### config.mk
export PLATFORM = sky130hd
export DESIGN_NAME = four_channel_rate_limited_averager_top
export DESIGN_NICKNAME = d
export VERILOG_FILES = /design/src/rtl/core/fcrla_pkg.sv /design/src/rtl/core/four_channel_rate_limited_averager_top.sv /design/src/rtl/core/fcrla_lane.sv
export SDC_FILE = /design/constraint.sdc
export NUM_CORES = 1
export LEC_CHECK = 0
export BUFFER_PORTS_ARGS = -buffer_cell sky130_fd_sc_hd__buf_2
export CORE_MARGIN = 4
export CORE_UTILIZATION = 45
export DETAILED_ROUTE_END_ITERATION = 10
export MAX_ROUTING_LAYER = met4
export PLACE_DENSITY = 0.59
export SYNTH_ARGS = -nofsm -noshare
export SYNTH_HDL_FRONTEND = slang
export SYNTH_SLANG_ARGS = --single-unit
### constraint.sdc
create_clock -name clk -period 6.1 [get_ports clk]
set_clock_uncertainty 0.15 [all_clocks]
set_input_delay 0.305 -clock clk [delete_from_list [all_inputs] [get_ports clk]]
set_output_delay 0.305 -clock clk [all_outputs]
set_load 0.01 [all_outputs]
### src/rtl/core/fcrla_pkg.sv
// Shared constants, types and widths for the four-channel rate-limited averager.
package fcrla_pkg;

	localparam int MAX_SAMPLES = 4096;
	localparam int SAMPLE_BITS = 16;

	localparam int LANES    = 4;
	localparam int RAW_W    = 16;
	localparam int AVG_W    = 16;
	localparam int COUNT_W  = 13;
	localparam int TIME_W   = 32;
	localparam int IVAL_W   = 16;
	localparam int TALLY_W  = $clog2(MAX_SAMPLES + 1);
	localparam int SUM_W    = SAMPLE_BITS + $clog2(MAX_SAMPLES);
	localparam int STEP_W   = $clog2(SUM_W);
	localparam int IN_W     = 104;
	localparam int OUT_W    = 80;

	localparam logic [IVAL_W-1:0] EMIT_INTERVAL_RESET = IVAL_W'(1000);

	typedef enum logic [1:0] {
		FUNC_SAMPLE = 2'd0,
		FUNC_START  = 2'd1,
		FUNC_STOP   = 2'd2
	} func_t;

	typedef enum logic [1:0] {
		ST_IDLE,
		ST_LOAD,
		ST_DIV,
		ST_DONE
	} state_t;

	typedef struct packed {
		logic clear;
		logic add;
		logic load;
		logic step;
	} lane_ctrl_t;

endpackage

### src/rtl/core/four_channel_rate_limited_averager_top.sv
// Top level: item decode, interval timer, four averaging lanes and the result register.
//
//  channel   direction  accept when            payload
//  s_*       in         s_tvalid & s_tready    tuser: func; tdata: link, time, four pads
//  m_*       out        m_tvalid & m_tready    tdata: four averages, samples averaged
//  cfg_*     in         cfg_we                 cfg_data: emit interval in microseconds
//
// A start, stop, ignored or non-emitting sample item is taken in the idle state, which stays ready.
// An emitting sample item then passes through the load, divide and done states:
// it loads the lanes, runs SUM_W steps of the shared-count serial dividers, then merges.
// The result register lets the next item in while a finished result waits; a further
// emitting item holds at the merge step until that register is free.
// Reset clears state at once; there is no clearing pass.
module four_channel_rate_limited_averager_top (
	input  logic                          clk,
	input  logic                          arst_n,
	input  logic                          s_tvalid,
	output logic                          s_tready,
	// [0] link_up, [32:1] time_us, [48:33] face_left_raw, [64:49] rim_left_raw,
	// [80:65] face_right_raw, [96:81] rim_right_raw, rest zero
	input  logic [fcrla_pkg::IN_W-1:0]    s_tdata,
	// [1:0] func
	input  logic [1:0]                    s_tuser,
	output logic                          m_tvalid,
	input  logic                          m_tready,
	// [15:0] face_left_avg, [31:16] rim_left_avg, [47:32] face_right_avg,
	// [63:48] rim_right_avg, [76:64] samples_averaged, rest zero
	output logic [fcrla_pkg::OUT_W-1:0]   m_tdata,
	input  logic                          cfg_we,
	input  logic [fcrla_pkg::IVAL_W-1:0]  cfg_data
);
	import fcrla_pkg::*;

	state_t             state_q, state_d;
	logic [IVAL_W-1:0]  ival_q;
	logic               stream_q;
	logic [TIME_W-1:0]  last_q;
	logic [TALLY_W-1:0] tally_q;
	logic [TALLY_W-1:0] tally_inc;
	logic [TALLY_W-1:0] div_q;
	logic [STEP_W-1:0]  cnt_q;
	logic               out_valid_q;
	logic [AVG_W-1:0]   avg_q [LANES];
	logic [TALLY_W-1:0] count_q;

	func_t              func;
	logic               accept;
	logic               sample_ok;
	logic               room;
	logic               hit;
	logic [TIME_W-1:0]  elapsed;
	logic               emit;
	logic               out_load;
	lane_ctrl_t         lctrl;
	logic [SAMPLE_BITS-1:0] samp [LANES];
	logic [AVG_W-1:0]   avg [LANES];

	assign func      = func_t'(s_tuser);
	assign accept    = s_tvalid && s_tready;
	assign sample_ok = (func == FUNC_SAMPLE) && stream_q && s_tdata[0];
	assign room      = tally_q < TALLY_W'(MAX_SAMPLES);
	assign tally_inc = room ? tally_q + TALLY_W'(1) : tally_q;
	assign elapsed   = s_tdata[32:1] - last_q;
	assign hit       = elapsed >= TIME_W'(ival_q);
	assign emit      = accept && sample_ok && hit && (tally_inc != '0);

	assign samp[0] = s_tdata[33 +: SAMPLE_BITS];
	assign samp[1] = s_tdata[49 +: SAMPLE_BITS];
	assign samp[2] = s_tdata[65 +: SAMPLE_BITS];
	assign samp[3] = s_tdata[81 +: SAMPLE_BITS];

	genvar g;
	generate
		for (g = 0; g < LANES; g++) begin : g_lane
			fcrla_lane u_lane (
				.clk     (clk),
				.arst_n  (arst_n),
				.ctrl    (lctrl),
				.sample  (samp[g]),
				.divisor (div_q),
				.avg     (avg[g])
			);
		end
	endgenerate

	always_comb begin
		state_d     = state_q;
		s_tready    = 1'b0;
		out_load    = 1'b0;
		lctrl       = '0;
		unique case (state_q)
			ST_IDLE: begin
				s_tready   = 1'b1;
				lctrl.clear = accept && (func == FUNC_START);
				lctrl.add   = accept && sample_ok && room;
				if (emit) begin
					state_d = ST_LOAD;
				end
			end
			ST_LOAD: begin
				lctrl.load = 1'b1;
				state_d    = ST_DIV;
			end
			ST_DIV: begin
				lctrl.step = 1'b1;
				if (cnt_q == STEP_W'(SUM_W - 1)) begin
					state_d = ST_DONE;
				end
			end
			ST_DONE: begin
				// hold until the result register is free
				if (!out_valid_q || m_tready) begin
					out_load = 1'b1;
					state_d  = ST_IDLE;
				end
			end
			default: state_d = ST_IDLE;
		endcase
	end

	always_ff @(posedge clk or negedge arst_n) begin
		if (!arst_n) begin
			state_q <= ST_IDLE;
		end else begin
			state_q <= state_d;
		end
	end

	always_ff @(posedge clk or negedge arst_n) begin
		if (!arst_n) begin
			ival_q <= EMIT_INTERVAL_RESET;
		end else if (cfg_we) begin
			ival_q <= cfg_data;
		end
	end

	always_ff @(posedge clk or negedge arst_n) begin
		if (!arst_n) begin
			stream_q <= 1'b0;
			last_q   <= '0;
			tally_q  <= '0;
		end else if (state_q == ST_LOAD) begin
			tally_q <= '0;
		end else if (accept) begin
			unique case (func)
				FUNC_START: begin
					stream_q <= 1'b1;
					tally_q  <= '0;
				end
				FUNC_STOP: stream_q <= 1'b0;
				FUNC_SAMPLE: begin
					if (sample_ok) begin
						tally_q <= tally_inc;
						if (hit) begin
							last_q <= s_tdata[32:1];
						end
					end
				end
				default: ;
			endcase
		end
	end

	always_ff @(posedge clk) begin
		if (state_q == ST_LOAD) begin
			div_q <= tally_q;
		end
	end

	always_ff @(posedge clk or negedge arst_n) begin
		if (!arst_n) begin
			cnt_q <= '0;
		end else if (state_q == ST_DIV) begin
			cnt_q <= cnt_q + STEP_W'(1);
		end else begin
			cnt_q <= '0;
		end
	end

	// Merge the lane means into the result register.
	always_ff @(posedge clk) begin
		if (out_load) begin
			for (int i = 0; i < LANES; i++) begin
				avg_q[i] <= avg[i];
			end
			count_q <= div_q;
		end
	end

	always_ff @(posedge clk or negedge arst_n) begin
		if (!arst_n) begin
			out_valid_q <= 1'b0;
		end else if (out_load) begin
			out_valid_q <= 1'b1;
		end else if (m_tready) begin
			out_valid_q <= 1'b0;
		end
	end

	assign m_tvalid = out_valid_q;
	assign m_tdata  = {3'b000, COUNT_W'(count_q), avg_q[3], avg_q[2], avg_q[1], avg_q[0]};

`ifndef ASSERT_OFF
	a_load_follows_accept: assert property (@(posedge clk) disable iff (!arst_n)
		(state_q == ST_LOAD) |-> $past(s_tvalid && s_tready))
		else $error("lane load without an accepted item");

	a_divisor_nonzero: assert property (@(posedge clk) disable iff (!arst_n)
		(state_q == ST_DIV) |-> (div_q != '0))
		else $error("division started with a zero tally");

	a_tally_bound: assert property (@(posedge clk) disable iff (!arst_n)
		tally_q <= TALLY_W'(MAX_SAMPLES))
		else $error("sample tally above its limit");

	a_result_count: assert property (@(posedge clk) disable iff (!arst_n)
		m_tvalid |-> (m_tdata[76:64] != '0))
		else $error("result carries a zero sample count");
`endif

endmodule

### src/rtl/core/fcrla_lane.sv
// One channel: running sum and a bit-serial restoring divider for its mean.
module fcrla_lane (
	input  logic                             clk,
	input  logic                             arst_n,
	input  fcrla_pkg::lane_ctrl_t            ctrl,
	input  logic [fcrla_pkg::SAMPLE_BITS-1:0] sample,
	input  logic [fcrla_pkg::TALLY_W-1:0]     divisor,
	output logic [fcrla_pkg::AVG_W-1:0]       avg
);
	import fcrla_pkg::*;

	logic [SUM_W-1:0]   sum_q;
	logic [SUM_W-1:0]   quo_q;
	logic [TALLY_W-1:0] rem_q;
	logic [TALLY_W:0]   trial;
	logic [TALLY_W:0]   diff;
	logic               ge;

	assign trial = {rem_q, quo_q[SUM_W-1]};
	assign ge    = trial >= {1'b0, divisor};
	assign diff  = trial - {1'b0, divisor};

	always_ff @(posedge clk or negedge arst_n) begin
		if (!arst_n) begin
			sum_q <= '0;
		end else if (ctrl.clear || ctrl.load) begin
			sum_q <= '0;
		end else if (ctrl.add) begin
			sum_q <= sum_q + SUM_W'(sample);
		end
	end

	// Dividend shifts out of the top while quotient bits fill in from the bottom.
	always_ff @(posedge clk) begin
		if (ctrl.load) begin
			quo_q <= sum_q;
			rem_q <= '0;
		end else if (ctrl.step) begin
			quo_q <= {quo_q[SUM_W-2:0], ge};
			rem_q <= ge ? diff[TALLY_W-1:0] : trial[TALLY_W-1:0];
		end
	end

	// The mean never exceeds the largest sample value.
	assign avg = AVG_W'(quo_q[SAMPLE_BITS-1:0]);

endmodule

==> impl_metrics.sql, run 1 <==
INSERT INTO impl_metrics (metric_group, metric, value, unit) VALUES
('run', 'maxCapViolations', '0', ''),
('placed_design', 'finalWeightedCongestion', '0.889', ''),
('global_routing', 'grt_max_degree', '146', ''),
('yosys', 'synth_area_per_cell', '10.3', 'µm²'),
('critical_path', 'timing.critical_path.arrival', '5.99', 'ns'),
('timing', 'setup_viol_count_final', '0', ''),
('timing', 'report.final.slew_viol_count', '0', ''),
('yosys', 'number_of_enable_type_register_cells_in_the_synthesized_netlist', '202', ''),
('critical_path', 'r2r.worst_path.cells', '20', ''),
('critical_path', 'setup.worst_path.start_class', 'primary input', ''),
('routing', 'dr_total_vias', '19200', ''),
('placed_design', 'dpl.hpwl', '41.9', 'mm'),
('timing', 'layout_worst_path_cycle_share', '93.0', '%'),
('yosys', 'synthesis.area', '25500', 'µm²'),
('global_routing', 'antenna_violations_before_repair', '17', ''),
('critical_path', 'timing.setup.critical_path_class', 'primary input to register', ''),
('timing', 'final.setup.tns', '0', 'ns'),
('pwr', 'vdd_ir_drop_max', '412', 'µV'),
('routing', 'drc_errors', '0', ''),
('floorplan', 'num_rows', '86', ''),
('critical_path', 'required_time_of_the_critical_path', '6.41', 'ns'),
('cells_and_area', 'fillerInstances', '4985', ''),
('timing', 'post-route-min-period', '5.67', 'ns'),
('critical_path', 'crit_slowest_cell', 'sky130_fd_sc_hd__dlygate4sd3_1', ''),
('yosys', 'post_synth_num_cell_types', '81', ''),
('hold_path', 'min-delay-path-class', 'primary input to async pin', ''),
('pwr', 'power_density', '478', 'nW/µm²'),
('floorplan', 'initial_cell_density_of_the_core', '45.9', '%'),
('critical_path', 'rr_startpoint', 'last_q[0]', ''),
('outcome', 'outcome', 'finished, final reports clean', ''),
('floorplan', 'floorplan.die.height', '246', 'µm'),
('yosys', 'count_of_state_elements_after_synthesis', '436', ''),
('cts', 'clock_tree_from_tritoncts', 'yes', ''),
('floorplan', 'pin_count', '209', ''),
('cts', 'clk_path_buf_depth', '3', ''),
('cts', 'numClockSinks', '436', ''),
('floorplan', 'die_w', '246', 'µm'),
('routing', 'postRouteAntennaNets', '0', ''),
('routing', 'viasPerCell', '5.46', ''),
('floorplan', 'core_region_area', '55500', 'µm²'),
('timing', 'timing_worst_slew_pin_value', '1.08', 'ns'),
('placed_design', 'buffer_ports.inserted', '198', ''),
('cells_and_area', 'fraction_of_final_layout_cells_with_drive_strength_greater_than_1', '18.3', '%'),
('cts', 'h-tree-depth', '2', ''),
('timing', 'finalHoldViolations', '0', ''),
('yosys', 'yosysWarnings', '0', ''),
('yosys', 'seq_area_frac_synth', '45.8', '%'),
('timing', 'unrepaired_setup_endpoints_after_global_routing', 'false', ''),
('cts', 'cts.clk_slew.worst_paths', '0.06', 'ns'),
('cells_and_area', 'commonest_non_fill_non_tap_cells_in_the_layout', 'sky130_fd_sc_hd__nand2_1 (220), sky130_fd_sc_hd__nor2_1 (205), sky130_fd_sc_hd__edfxtp_1 (202), sky130_fd_sc_hd__buf_2 (197), sky130_fd_sc_hd__a21oi_1 (182)', ''),
('floorplan', 'die_area', '60500', 'µm²'),
('cells_and_area', 'area.growth.synth_to_final', '16.7', '%'),
('pwr', 'leakagePower', '12.5', 'nW'),
('cells_and_area', 'finalNetCount', '3018', ''),
('yosys', 'synth-main-ff-cell', 'sky130_fd_sc_hd__edfxtp_1', ''),
('timing', 'maxSlewHeadroom', '28.2', '%'),
('cells_and_area', 'commonest_non_fill_non_tap_cell_in_the_layout', 'sky130_fd_sc_hd__nand2_1', ''),
('cells_and_area', 'ff_latch_area', '11700', 'µm²'),
('global_routing', 'grt_pass1_vias', '19500', ''),
('cts', 'cts_setup_buffers', '0', ''),
('global_routing', 'grt_first_pass_wirelength', '101', 'mm'),
('cts', 'root_buffer', 'sky130_fd_sc_hd__clkbuf_16', ''),
('pwr', 'design_power_total', '0.0142', 'W'),
('cells_and_area', 'area_of_combinational_cells_with_multiple_inputs', '13000', 'µm²'),
('global_routing', 'global_route.overflow_total', '0', ''),
('critical_path', 'crit_path_end_kind', 'register', ''),
('global_routing', 'grt_use_total', '20.9', '%'),
('routing', 'routed_wl', '62.2', 'mm'),
('routing', 'drtIter0Drc', '1112', ''),
('timing', 'achievable-frequency', '0.176', 'GHz'),
('cts', 'cts_made_buffers', '50', '');
[sequential cells by signal (all words and copies together), names as in the netlist]
| signal | count |
|---|---|
| avg_q | 64 |
| cnt_q | 5 |
| count_q | 13 |
| div_q | 13 |
| g_lane.u_lane.quo_q | 112 |
| g_lane.u_lane.rem_q | 52 |
| g_lane.u_lane.sum_q | 112 |
| ival_q | 16 |
| last_q | 32 |
| m_tvalid | 1 |
| state_q | 2 |
| stream_q | 1 |
| tally_q | 13 |
[cell usage after synthesis, types with 64 or more instances]
master,instances,share of area (%)
sky130_fd_sc_hd__a21oi_1,182,3.6
sky130_fd_sc_hd__dfrtp_1,176,17
sky130_fd_sc_hd__o21ai_0,129,2.5
sky130_fd_sc_hd__nand2_1,220,3.2
sky130_fd_sc_hd__clkbuf_1,70,1.0
sky130_fd_sc_hd__a211oi_1,64,1.9
sky130_fd_sc_hd__ha_1,172,8.4
sky130_fd_sc_hd__edfxtp_1,202,24
sky130_fd_sc_hd__inv_1,117,1.7
sky130_fd_sc_hd__nor2_1,206,3.0
sky130_fd_sc_hd__mux2_2,128,5.7
sky130_fd_sc_hd__xnor2_1,88,3.0
[worst max path at each step]
stage / from / endpoint / slack (ns) / cells after the start
3_3_place_gp: s_tdata[1] / last_q[10] / 0.53 / 22
5_1_grt: last_q[0] / last_q[13] / 0.14 / 20
6_report: s_tdata[1] / last_q[15] / 0.43 / 23
2_1_floorplan: last_q[0] / last_q[10] / 1.29 / 20
3_5_place_dp: s_tdata[1] / last_q[20] / 0.44 / 22
4_1_cts: last_q[0] / last_q[9] / 0.49 / 20
[layer usage]
metal | part of all wire, % | GRT usage, %
met1 | 44 | 26.1
met2 | 49 | 35.1
met3 | 4.9 | 4.23
met4 | 1.9 | 5.39
met5 | 0 | -
[worst max-delay path: cells and delay by family]
kind / cells / cell delay (ns)
AOI/OAI and AO/OA: 8 / 1.79
xor gates and xnor gates: 1 / 0.10
adders and majority gates: 3 / 0.82
buffers and inverters: 4 / 0.91
muxes: 1 / 0.31
and+or+nand+nor: 6 / 1.70
[cell type report]
type,count,share of cell area [%]
Timing Repair Buffer,282,6.13
Multi-Input combinational cell,1823,43.8
Sequential cell,436,39.2
Antenna cell,15,0.126
Clock inverter,29,1.40
Inverter,117,1.48
Tap cell,748,3.15
Clock buffer,65,4.67
[stage by stage]
step / setup slack (ns) / util [%] / cells / hold slack, ns / cell area (µm²)
floorplan: 1.29 / - / 2475 / -0.141 / 25500
global placement: 0.526 / 49.0 / 3339 / 0.0885 / 27200
detailed placement: 0.441 / 49.0 / 3339 / 0.0973 / 27200
CTS: 0.495 / 53.5 / 3500 / 0.00128 / 29700
global route: 0.144 / 53.6 / 3515 / 0.0279 / 29700
finish: 0.426 / 53.6 / 3515 / 0.0379 / 29700
[kinds of logic after synthesis]
group,after synthesis,synth area share [%]
mux,202,9.13
fa+ha+maj,181,9.15
xor+xnor,149,5.12
flops,436,45.8
simple gates,717,13.3
buf+inv,216,3.41
other cells,1,0.0147
compound gates,571,14.1
[report_power, final]
group          switching (W)  internal, W
clock                0.00128      0.00196
sequential          0.000459      0.00439
combinational        0.00350      0.00263
total                0.00524      0.00898
[timing repair]
action / 4_1_cts / 5_1_grt
resized for setup: 0 / 0
hold endpoints to repair: 98 / 0
hold buffers: 67 / 0
No activity file was read; power rests on OpenSTA's default activity.
==> run 2, diff against run 1 <==
--- a/config.mk
+++ b/config.mk
@@ -6,6 +6,7 @@
 export NUM_CORES = 1
 export LEC_CHECK = 0
 export BUFFER_PORTS_ARGS = -buffer_cell sky130_fd_sc_hd__buf_2
+export CORE_ASPECT_RATIO = 1.75
 export CORE_MARGIN = 4
 export CORE_UTILIZATION = 45
 export DETAILED_ROUTE_END_ITERATION = 10
==> impl_metrics.sql, run 2 (synthesized netlist as in run 1, its figures left out) <==
INSERT INTO impl_metrics (metric_group, metric, value, unit) VALUES
('cts', 'h-tree-depth', '2', ''),
('outcome', 'outcome', 'finished, final reports clean', ''),
('run', 'maxCapViolations', '0', ''),
('cts', 'clk_path_buf_depth', '3', ''),
('timing', 'report.final.slew_viol_count', '0', ''),
('critical_path', 'reg2reg_to', 'last_q[17]', ''),
('timing', 'layout_worst_path_cycle_share', '94.1', '%'),
('global_routing', 'global_route.overflow_total', '0', ''),
('pwr', 'power_density', '480', 'nW/µm²'),
('pwr', 'power.share.switching', '37.5', '%'),
('pwr', 'clock_power_share', '21.3', '%'),
('routing', 'routed_wl', '67.6', 'mm'),
('critical_path', 'crit_path_end_kind', 'register', ''),
('routing', 'routed_wire_length_per_instance', '19.6', 'µm'),
('cts', 'cts.clk_slew.worst_paths', '0.06', 'ns'),
('pwr', 'combinationalPowerShare', '44.0', '%'),
('pwr', 'switching_component_of_the_power', '0.00527', 'W'),
('placed_design', 'dpl.hpwl', '48.6', 'mm'),
('cells_and_area', 'fraction_of_final_layout_cells_with_drive_strength_greater_than_1', '17.9', '%'),
('placed_design', 'finalWeightedCongestion', '0.957', ''),
('placed_design', 'buffer_ports.inserted', '198', ''),
('timing', 'achievable-frequency', '0.174', 'GHz'),
('critical_path', 'r2r.worst_path.cells', '20', ''),
('global_routing', 'grt_use_total', '22.6', '%'),
('routing', 'postRouteAntennaNets', '0', ''),
('timing', 'finalHoldViolations', '0', ''),
('hold_path', 'worst_hold_path.num_cells', '4', ''),
('timing', 'post-route-min-period', '5.74', 'ns'),
('cts', 'clk_latency', '0.58', 'ns'),
('critical_path', 'timing.critical_path.arrival', '6.04', 'ns'),
('floorplan', 'initial_cell_density_of_the_core', '45.4', '%'),
('floorplan', 'num_rows', '115', ''),
('global_routing', 'antenna_violations_before_repair', '15', ''),
('placed_design', 'dp_worst_setup_slack', '0.339', 'ns'),
('routing', 'drc_errors', '0', ''),
('floorplan', 'floorplan.die.height', '323', 'µm'),
('cts', 'cts_hold_repair.buffers', '55', ''),
('hold_path', 'timing.hold.worst_endpoint', 'g_lane[1].u_lane.sum_q[0]', ''),
('routing', 'firstDrtPassIters', '5', ''),
('critical_path', 'required_time_of_the_critical_path', '6.40', 'ns'),
('pwr', 'design_power_total', '0.0141', 'W'),
('floorplan', 'die_area', '60600', 'µm²'),
('timing', 'hold-worst-slack', '0.0349', 'ns'),
('timing', 'final.setup.tns', '0', 'ns'),
('cells_and_area', 'final_core_util', '52.3', '%'),
('timing', 'unrepaired_setup_endpoints_after_global_routing', 'false', ''),
('routing', 'dr_total_vias', '19500', ''),
('critical_path', 'critical_path.max_fanout', '32', ''),
('global_routing', 'grt_max_degree', '184', ''),
('floorplan', 'die_w', '188', 'µm'),
('cts', 'cts_resized', '0', ''),
('cells_and_area', 'finalNetCount', '3002', ''),
('cells_and_area', 'commonest_non_fill_non_tap_cells_in_the_layout', 'sky130_fd_sc_hd__nand2_1 (220), sky130_fd_sc_hd__nor2_1 (205), sky130_fd_sc_hd__edfxtp_1 (202), sky130_fd_sc_hd__buf_2 (197), sky130_fd_sc_hd__a21oi_1 (182)', ''),
('pwr', 'internal_power', '0.00880', 'W'),
('global_routing', 'grt_first_pass_wirelength', '107', 'mm'),
('hold_path', 'worst_hold_startpoint', 's_tdata[49]', ''),
('critical_path', 'timing.setup.critical_path_class', 'primary input to register', ''),
('pwr', 'leakagePower', '12.3', 'nW'),
('cells_and_area', 'area.growth.synth_to_final', '15.2', '%'),
('cts', 'clock_tree_from_tritoncts', 'yes', ''),
('critical_path', 'setup.worst_path.start_class', 'primary input', ''),
('pwr', 'vdd_ir_drop_max', '533', 'µV'),
('routing', 'viasPerCell', '5.67', ''),
('cts', 'cts_setup_buffers', '0', ''),
('hold_path', 'min-delay-path-class', 'primary input to register', ''),
('floorplan', 'core_region_area', '56100', 'µm²'),
('global_routing', 'grt_pass1_vias', '20200', ''),
('timing', 'worst_slack', '0.357', 'ns'),
('critical_path', 'worst-r2r-setup-slack', '0.36', 'ns'),
('routing', 'drtIter0Drc', '854', ''),
('cells_and_area', 'commonest_non_fill_non_tap_cell_in_the_layout', 'sky130_fd_sc_hd__nand2_1', ''),
('pwr', 'seq_power_share', '34.7', '%'),
('cells_and_area', 'top_regs', 'g_lane.u_lane.quo_q: 112 flops, g_lane.u_lane.sum_q: 112 flops, avg_q: 64 flops', ''),
('timing', 'setup_viol_count_final', '0', ''),
('cts', 'root_buffer', 'sky130_fd_sc_hd__clkbuf_16', ''),
('cts', 'numClockSinks', '436', ''),
('floorplan', 'pin_count', '209', ''),
('cts', 'cts_made_buffers', '46', ''),
('timing', 'timing_worst_slew_pin_value', '1.27', 'ns'),
('timing', 'maxSlewHeadroom', '15.4', '%'),
('critical_path', 'rr_startpoint', 'last_q[0]', '');
## run 2: critical path, stage by stage
cell	delay, ns
sky130_fd_sc_hd__dlygate4sd3_1	0.52
sky130_fd_sc_hd__buf_2	0.10
sky130_fd_sc_hd__inv_1	0.04
sky130_fd_sc_hd__ha_1	0.21
sky130_fd_sc_hd__fa_1	0.42
sky130_fd_sc_hd__nand2b_1	0.19
sky130_fd_sc_hd__a21oi_1	0.29
sky130_fd_sc_hd__o31a_1	0.32
sky130_fd_sc_hd__a21oi_1	0.20
sky130_fd_sc_hd__o21ai_0	0.29
sky130_fd_sc_hd__xor2_1	0.11
sky130_fd_sc_hd__ha_1	0.21
sky130_fd_sc_hd__a211o_1	0.26
sky130_fd_sc_hd__o211ai_1	0.10
sky130_fd_sc_hd__o311ai_0	0.17
sky130_fd_sc_hd__a211o_1	0.24
sky130_fd_sc_hd__or4_1	0.40
sky130_fd_sc_hd__nor4_1	0.34
sky130_fd_sc_hd__nand4_1	0.20
sky130_fd_sc_hd__nor4b_4	0.50
sky130_fd_sc_hd__nor2_4	0.07
sky130_fd_sc_hd__buf_12	0.23
sky130_fd_sc_hd__mux2_4	0.32
## run 2: how the worst max path moves through the flow
stage / end / slack (ns) / from / cells after the start
final: last_q[17] / 0.36 / s_tdata[1] / 23
after floorplan: last_q[10] / 1.29 / last_q[0] / 20
after detailed placement: last_q[23] / 0.34 / s_tdata[1] / 22
after CTS: last_q[17] / 0.36 / last_q[0] / 20
after global placement: last_q[2] / 0.50 / s_tdata[1] / 22
after global routing: last_q[17] / 0.02 / last_q[0] / 20
## run 2: cell type report
type | count | area, µm²
fillers | 4991 | 26800
multi-input cells | 1823 | 13000
flip-flops and latches | 436 | 11700
repair buffers | 270 | 1700
clock buffers | 63 | 1290
well taps | 702 | 878
inverters | 117 | 439
clock inverters | 22 | 300
diodes | 15 | 37.5
## run 2: power groups by stage
stage | logic, W | clock network [W] | registers (W)
floorplan | 0.00456 | 0 | 0.00486
global placement | 0.00606 | 0 | 0.00493
detailed placement | 0.00618 | 0 | 0.00495
CTS | 0.00625 | 0.00310 | 0.00490
global route | 0.00686 | 0.00321 | 0.00498
finish | 0.00619 | 0.00300 | 0.00488
## run 2: metrics by stage
stage	area, µm²	instances
after floorplan	25500	2475
after global placement	27200	3293
after detailed placement	27200	3293
after CTS	29300	3433
after global routing	29300	3448
final	29300	3448
## run 2: routing by layer
metal	share of wire, %	up-vias	wire length [µm]	track usage (%)
li1	-	9446	-	-
met1	36	9511	24500	22.6
met2	54	399	36700	42.3
met3	4.1	179	2760	3.98
met4	5.3	0	3590	11.0
met5	0	-	0	-
==> run 3, diff against run 2 <==
--- a/config.mk
+++ b/config.mk
@@ -10,7 +10,6 @@
 export CORE_MARGIN = 4
 export CORE_UTILIZATION = 45
 export DETAILED_ROUTE_END_ITERATION = 10
-export MAX_ROUTING_LAYER = met4
 export PLACE_DENSITY = 0.59
 export SYNTH_ARGS = -nofsm -noshare
 export SYNTH_HDL_FRONTEND = slang
==> impl_metrics.sql, run 3 (synthesized netlist as in run 1, its figures left out) <==
INSERT INTO impl_metrics (metric_group, metric, value, unit) VALUES
('cts', 'root_buffer', 'sky130_fd_sc_hd__clkbuf_16', ''),
('routing', 'firstDrtPassIters', '5', ''),
('pwr', 'power_density', '474', 'nW/µm²'),
('cells_and_area', 'fillerInstances', '5000', ''),
('critical_path', 'crit_path_end_kind', 'register', ''),
('cts', 'h-tree-depth', '2', ''),
('hold_path', 'worst_hold_path.num_cells', '4', ''),
('timing', 'achievable-frequency', '0.176', 'GHz'),
('cells_and_area', 'finalNetCount', '3006', ''),
('global_routing', 'grt_pass1_vias', '19800', ''),
('critical_path', 'r2r.worst_path.cells', '20', ''),
('critical_path', 'cp_num_cells', '20', ''),
('timing', 'layout_worst_path_cycle_share', '93.0', '%'),
('routing', 'viasPerCell', '5.62', ''),
('pwr', 'vdd_ir_drop_max', '428', 'µV'),
('pwr', 'power.share.switching', '38.2', '%'),
('global_routing', 'grt_use_total', '21.7', '%'),
('cells_and_area', 'fraction_of_final_layout_cells_with_drive_strength_greater_than_1', '18.0', '%'),
('critical_path', 'timing.setup.critical_path_class', 'register to register', ''),
('critical_path', 'number_of_buffer_and_inverter_stages_on_the_critical_path', '1', ''),
('timing', 'post-route-min-period', '5.67', 'ns'),
('global_routing', 'grt_first_pass_wirelength', '105', 'mm'),
('run', 'maxCapViolations', '0', ''),
('pwr', 'combinationalPowerShare', '44.5', '%'),
('cts', 'cts.clk_slew.worst_paths', '0.06', 'ns'),
('timing', 'finalHoldViolations', '0', ''),
('pwr', 'switching_component_of_the_power', '0.00530', 'W'),
('critical_path', 'crit_family', 'compound AO/OA/AOI/OAI gates', ''),
('routing', 'drtIter0Drc', '760', ''),
('routing', 'drc_errors', '0', ''),
('global_routing', 'antenna_violations_before_repair', '14', ''),
('cts', 'cts_resized', '0', ''),
('critical_path', 'required_time_of_the_critical_path', '6.41', 'ns'),
('cts', 'clock_tree_from_tritoncts', 'yes', ''),
('critical_path', 'crit_path_max_incr_delay', '0.50', 'ns'),
('timing', 'hold-worst-slack', '0.0470', 'ns'),
('critical_path', 'setup.worst_path.start_class', 'register', ''),
('cts', 'numClockSinks', '436', ''),
('floorplan', 'pin_count', '209', ''),
('pwr', 'seq_power_share', '35.1', '%'),
('cts', 'clk_latency', '0.60', 'ns'),
('floorplan', 'floorplan.die.height', '323', 'µm'),
('floorplan', 'die_area', '60600', 'µm²'),
('cts', 'clk_path_buf_depth', '3', ''),
('cells_and_area', 'area.growth.synth_to_final', '14.9', '%'),
('timing', 'report.final.slew_viol_count', '0', ''),
('placed_design', 'buffer_ports.inserted', '198', ''),
('placed_design', 'dpl.hpwl', '47.8', 'mm'),
('critical_path', 'critical_path_cell_sequence', 'ha_1 -> fa_1 -> nand2b_1 -> a21oi_1 -> o31a_1 -> a21oi_1 -> o21ai_0 -> xor2_1 -> ha_1 -> a211o_1 -> o211ai_1 -> o311ai_0 -> a211o_1 -> or4_1 -> nor4_1 -> nand4_1 -> nor4b_4 -> nor2_4 -> buf_12 -> mux2_4', ''),
('placed_design', 'finalWeightedCongestion', '0.936', ''),
('routing', 'routed_wl', '67.0', 'mm'),
('routing', 'dr_total_vias', '19400', ''),
('cells_and_area', 'commonest_non_fill_non_tap_cells_in_the_layout', 'sky130_fd_sc_hd__nand2_1 (220), sky130_fd_sc_hd__nor2_1 (205), sky130_fd_sc_hd__edfxtp_1 (202), sky130_fd_sc_hd__buf_2 (197), sky130_fd_sc_hd__a21oi_1 (182)', ''),
('critical_path', 'timing.critical_path.arrival', '5.99', 'ns'),
('floorplan', 'initial_cell_density_of_the_core', '45.4', '%'),
('hold_path', 'min-delay-path-class', 'primary input to register', ''),
('timing', 'final.setup.tns', '0', 'ns'),
('pwr', 'internal_power', '0.00858', 'W'),
('routing', 'postRouteAntennaNets', '0', ''),
('timing', 'timing_worst_slew_pin_value', '1.25', 'ns'),
('outcome', 'outcome', 'finished, final reports clean', ''),
('cells_and_area', 'commonest_non_fill_non_tap_cell_in_the_layout', 'sky130_fd_sc_hd__nand2_1', ''),
('global_routing', 'grt_max_degree', '184', ''),
('global_routing', 'global_route.overflow_total', '0', ''),
('timing', 'setup_viol_count_final', '0', ''),
('critical_path', 'crit_slowest_cell', 'sky130_fd_sc_hd__nor4b_4', ''),
('floorplan', 'core_region_area', '56100', 'µm²'),
('floorplan', 'num_rows', '115', ''),
('timing', 'unrepaired_setup_endpoints_after_global_routing', 'false', ''),
('critical_path', 'critical_path.max_fanout', '32', ''),
('cts', 'cts_made_buffers', '45', ''),
('cells_and_area', 'top_regs', 'g_lane.u_lane.quo_q: 112 flops, g_lane.u_lane.sum_q: 112 flops, avg_q: 64 flops', ''),
('pwr', 'clock_power_share', '20.3', '%'),
('timing', 'maxSlewHeadroom', '16.7', '%'),
('pwr', 'leakagePower', '12.3', 'nW'),
('routing', 'routed_wire_length_per_instance', '19.5', 'µm'),
('floorplan', 'die_w', '188', 'µm');
## run 3: cell count changes in the layout (fill, tap and decap cells not counted), sizes merged
| cell | before | now |
|---|---|---|
| inv | 118 | 120 |
| clkinvlp | 4 | 10 |
| diode | 15 | 7 |
| clkbuf | 64 | 57 |
| bufinv | 7 | 3 |
| clkinv | 10 | 11 |
| dlygate4sd3 | 55 | 60 |
## run 3: routing by layer
layer | vias up | global-route usage (%) | share of wire, %
met1 | 9366 | 22.8 | 37
met2 | 374 | 41.7 | 54
met4 | 12 | 10.2 | 5.0
met3 | 160 | 3.88 | 3.9
met5 | - | 0 | 0.12
li1 | 9446 | - | -
## run 3: power by group through the flow
stage / clock network [W] / registers (W) / logic (W)
3_3_place_gp: 0 / 0.00493 / 0.00604
6_report: 0.00282 / 0.00488 / 0.00618
2_1_floorplan: 0 / 0.00486 / 0.00456
5_1_grt: 0.00301 / 0.00498 / 0.00686
4_1_cts: 0.00290 / 0.00489 / 0.00624
3_5_place_dp: 0 / 0.00494 / 0.00616
## run 3: what timing repair did
item / CTS / global route
setup buffers: 0 / 0
endpoints found under the setup margin: 0 / 28
hold buffers: 60 / 0
endpoints found under the hold margin: 154 / 0
## run 3: layout make-up
class | count | area, µm² | area share (%)
diodes | 7 | 17.5 | 0.0598
clock buffers | 56 | 1220 | 4.16
clock inverters | 27 | 270 | 0.923
inverters | 117 | 439 | 1.50
multi-input cells | 1823 | 13000 | 44.5
flip-flops and latches | 436 | 11700 | 39.9
well taps | 702 | 878 | 3.00
repair buffers | 275 | 1750 | 5.99
## run 3: per-stage QoR
stage,area (µm²),cells,setup slack (ns),utilization [%],total power [W]
3_5_place_dp,27200,3293,0.378,48.4,0.0111
2_1_floorplan,25500,2475,1.29,-,0.00942
5_1_grt,29300,3438,0.00651,52.1,0.0148
3_3_place_gp,27200,3293,0.501,48.4,0.0110
6_report,29300,3443,0.426,52.2,0.0139
4_1_cts,29300,3436,0.380,52.1,0.0140
## run 3: path summary, 6_finish.rpt
check,slack (ns),startpoint,end
max,0.43,last_q[0],last_q[27]
min in group asynchronous,0.25,arst_n,ival_q[13]
min reg2reg,0.29,g_lane[1].u_lane.quo_q[15],avg_q[1][15]
min,0.05,s_tdata[66],g_lane[2].u_lane.sum_q[1]
max reg2reg,0.43,last_q[0],last_q[27]
max in group asynchronous,4.20,arst_n,g_lane[0].u_lane.sum_q[10]
## run 3: worst register-to-register path: stages (launching register included)
cell	delay [ns]
sky130_fd_sc_hd__dfrtp_1	0.37
sky130_fd_sc_hd__ha_1	0.21
sky130_fd_sc_hd__fa_1	0.42
sky130_fd_sc_hd__nand2b_1	0.19
sky130_fd_sc_hd__a21oi_1	0.30
sky130_fd_sc_hd__o31a_1	0.31
sky130_fd_sc_hd__a21oi_1	0.19
sky130_fd_sc_hd__o21ai_0	0.29
sky130_fd_sc_hd__xor2_1	0.11
sky130_fd_sc_hd__ha_1	0.20
sky130_fd_sc_hd__a211o_1	0.27
sky130_fd_sc_hd__o211ai_1	0.10
sky130_fd_sc_hd__o311ai_0	0.16
sky130_fd_sc_hd__a211o_1	0.24
sky130_fd_sc_hd__or4_1	0.39
sky130_fd_sc_hd__nor4_1	0.31
sky130_fd_sc_hd__nand4_1	0.21
sky130_fd_sc_hd__nor4b_4	0.50
sky130_fd_sc_hd__nor2_4	0.07
sky130_fd_sc_hd__buf_12	0.22
sky130_fd_sc_hd__mux2_4	0.34
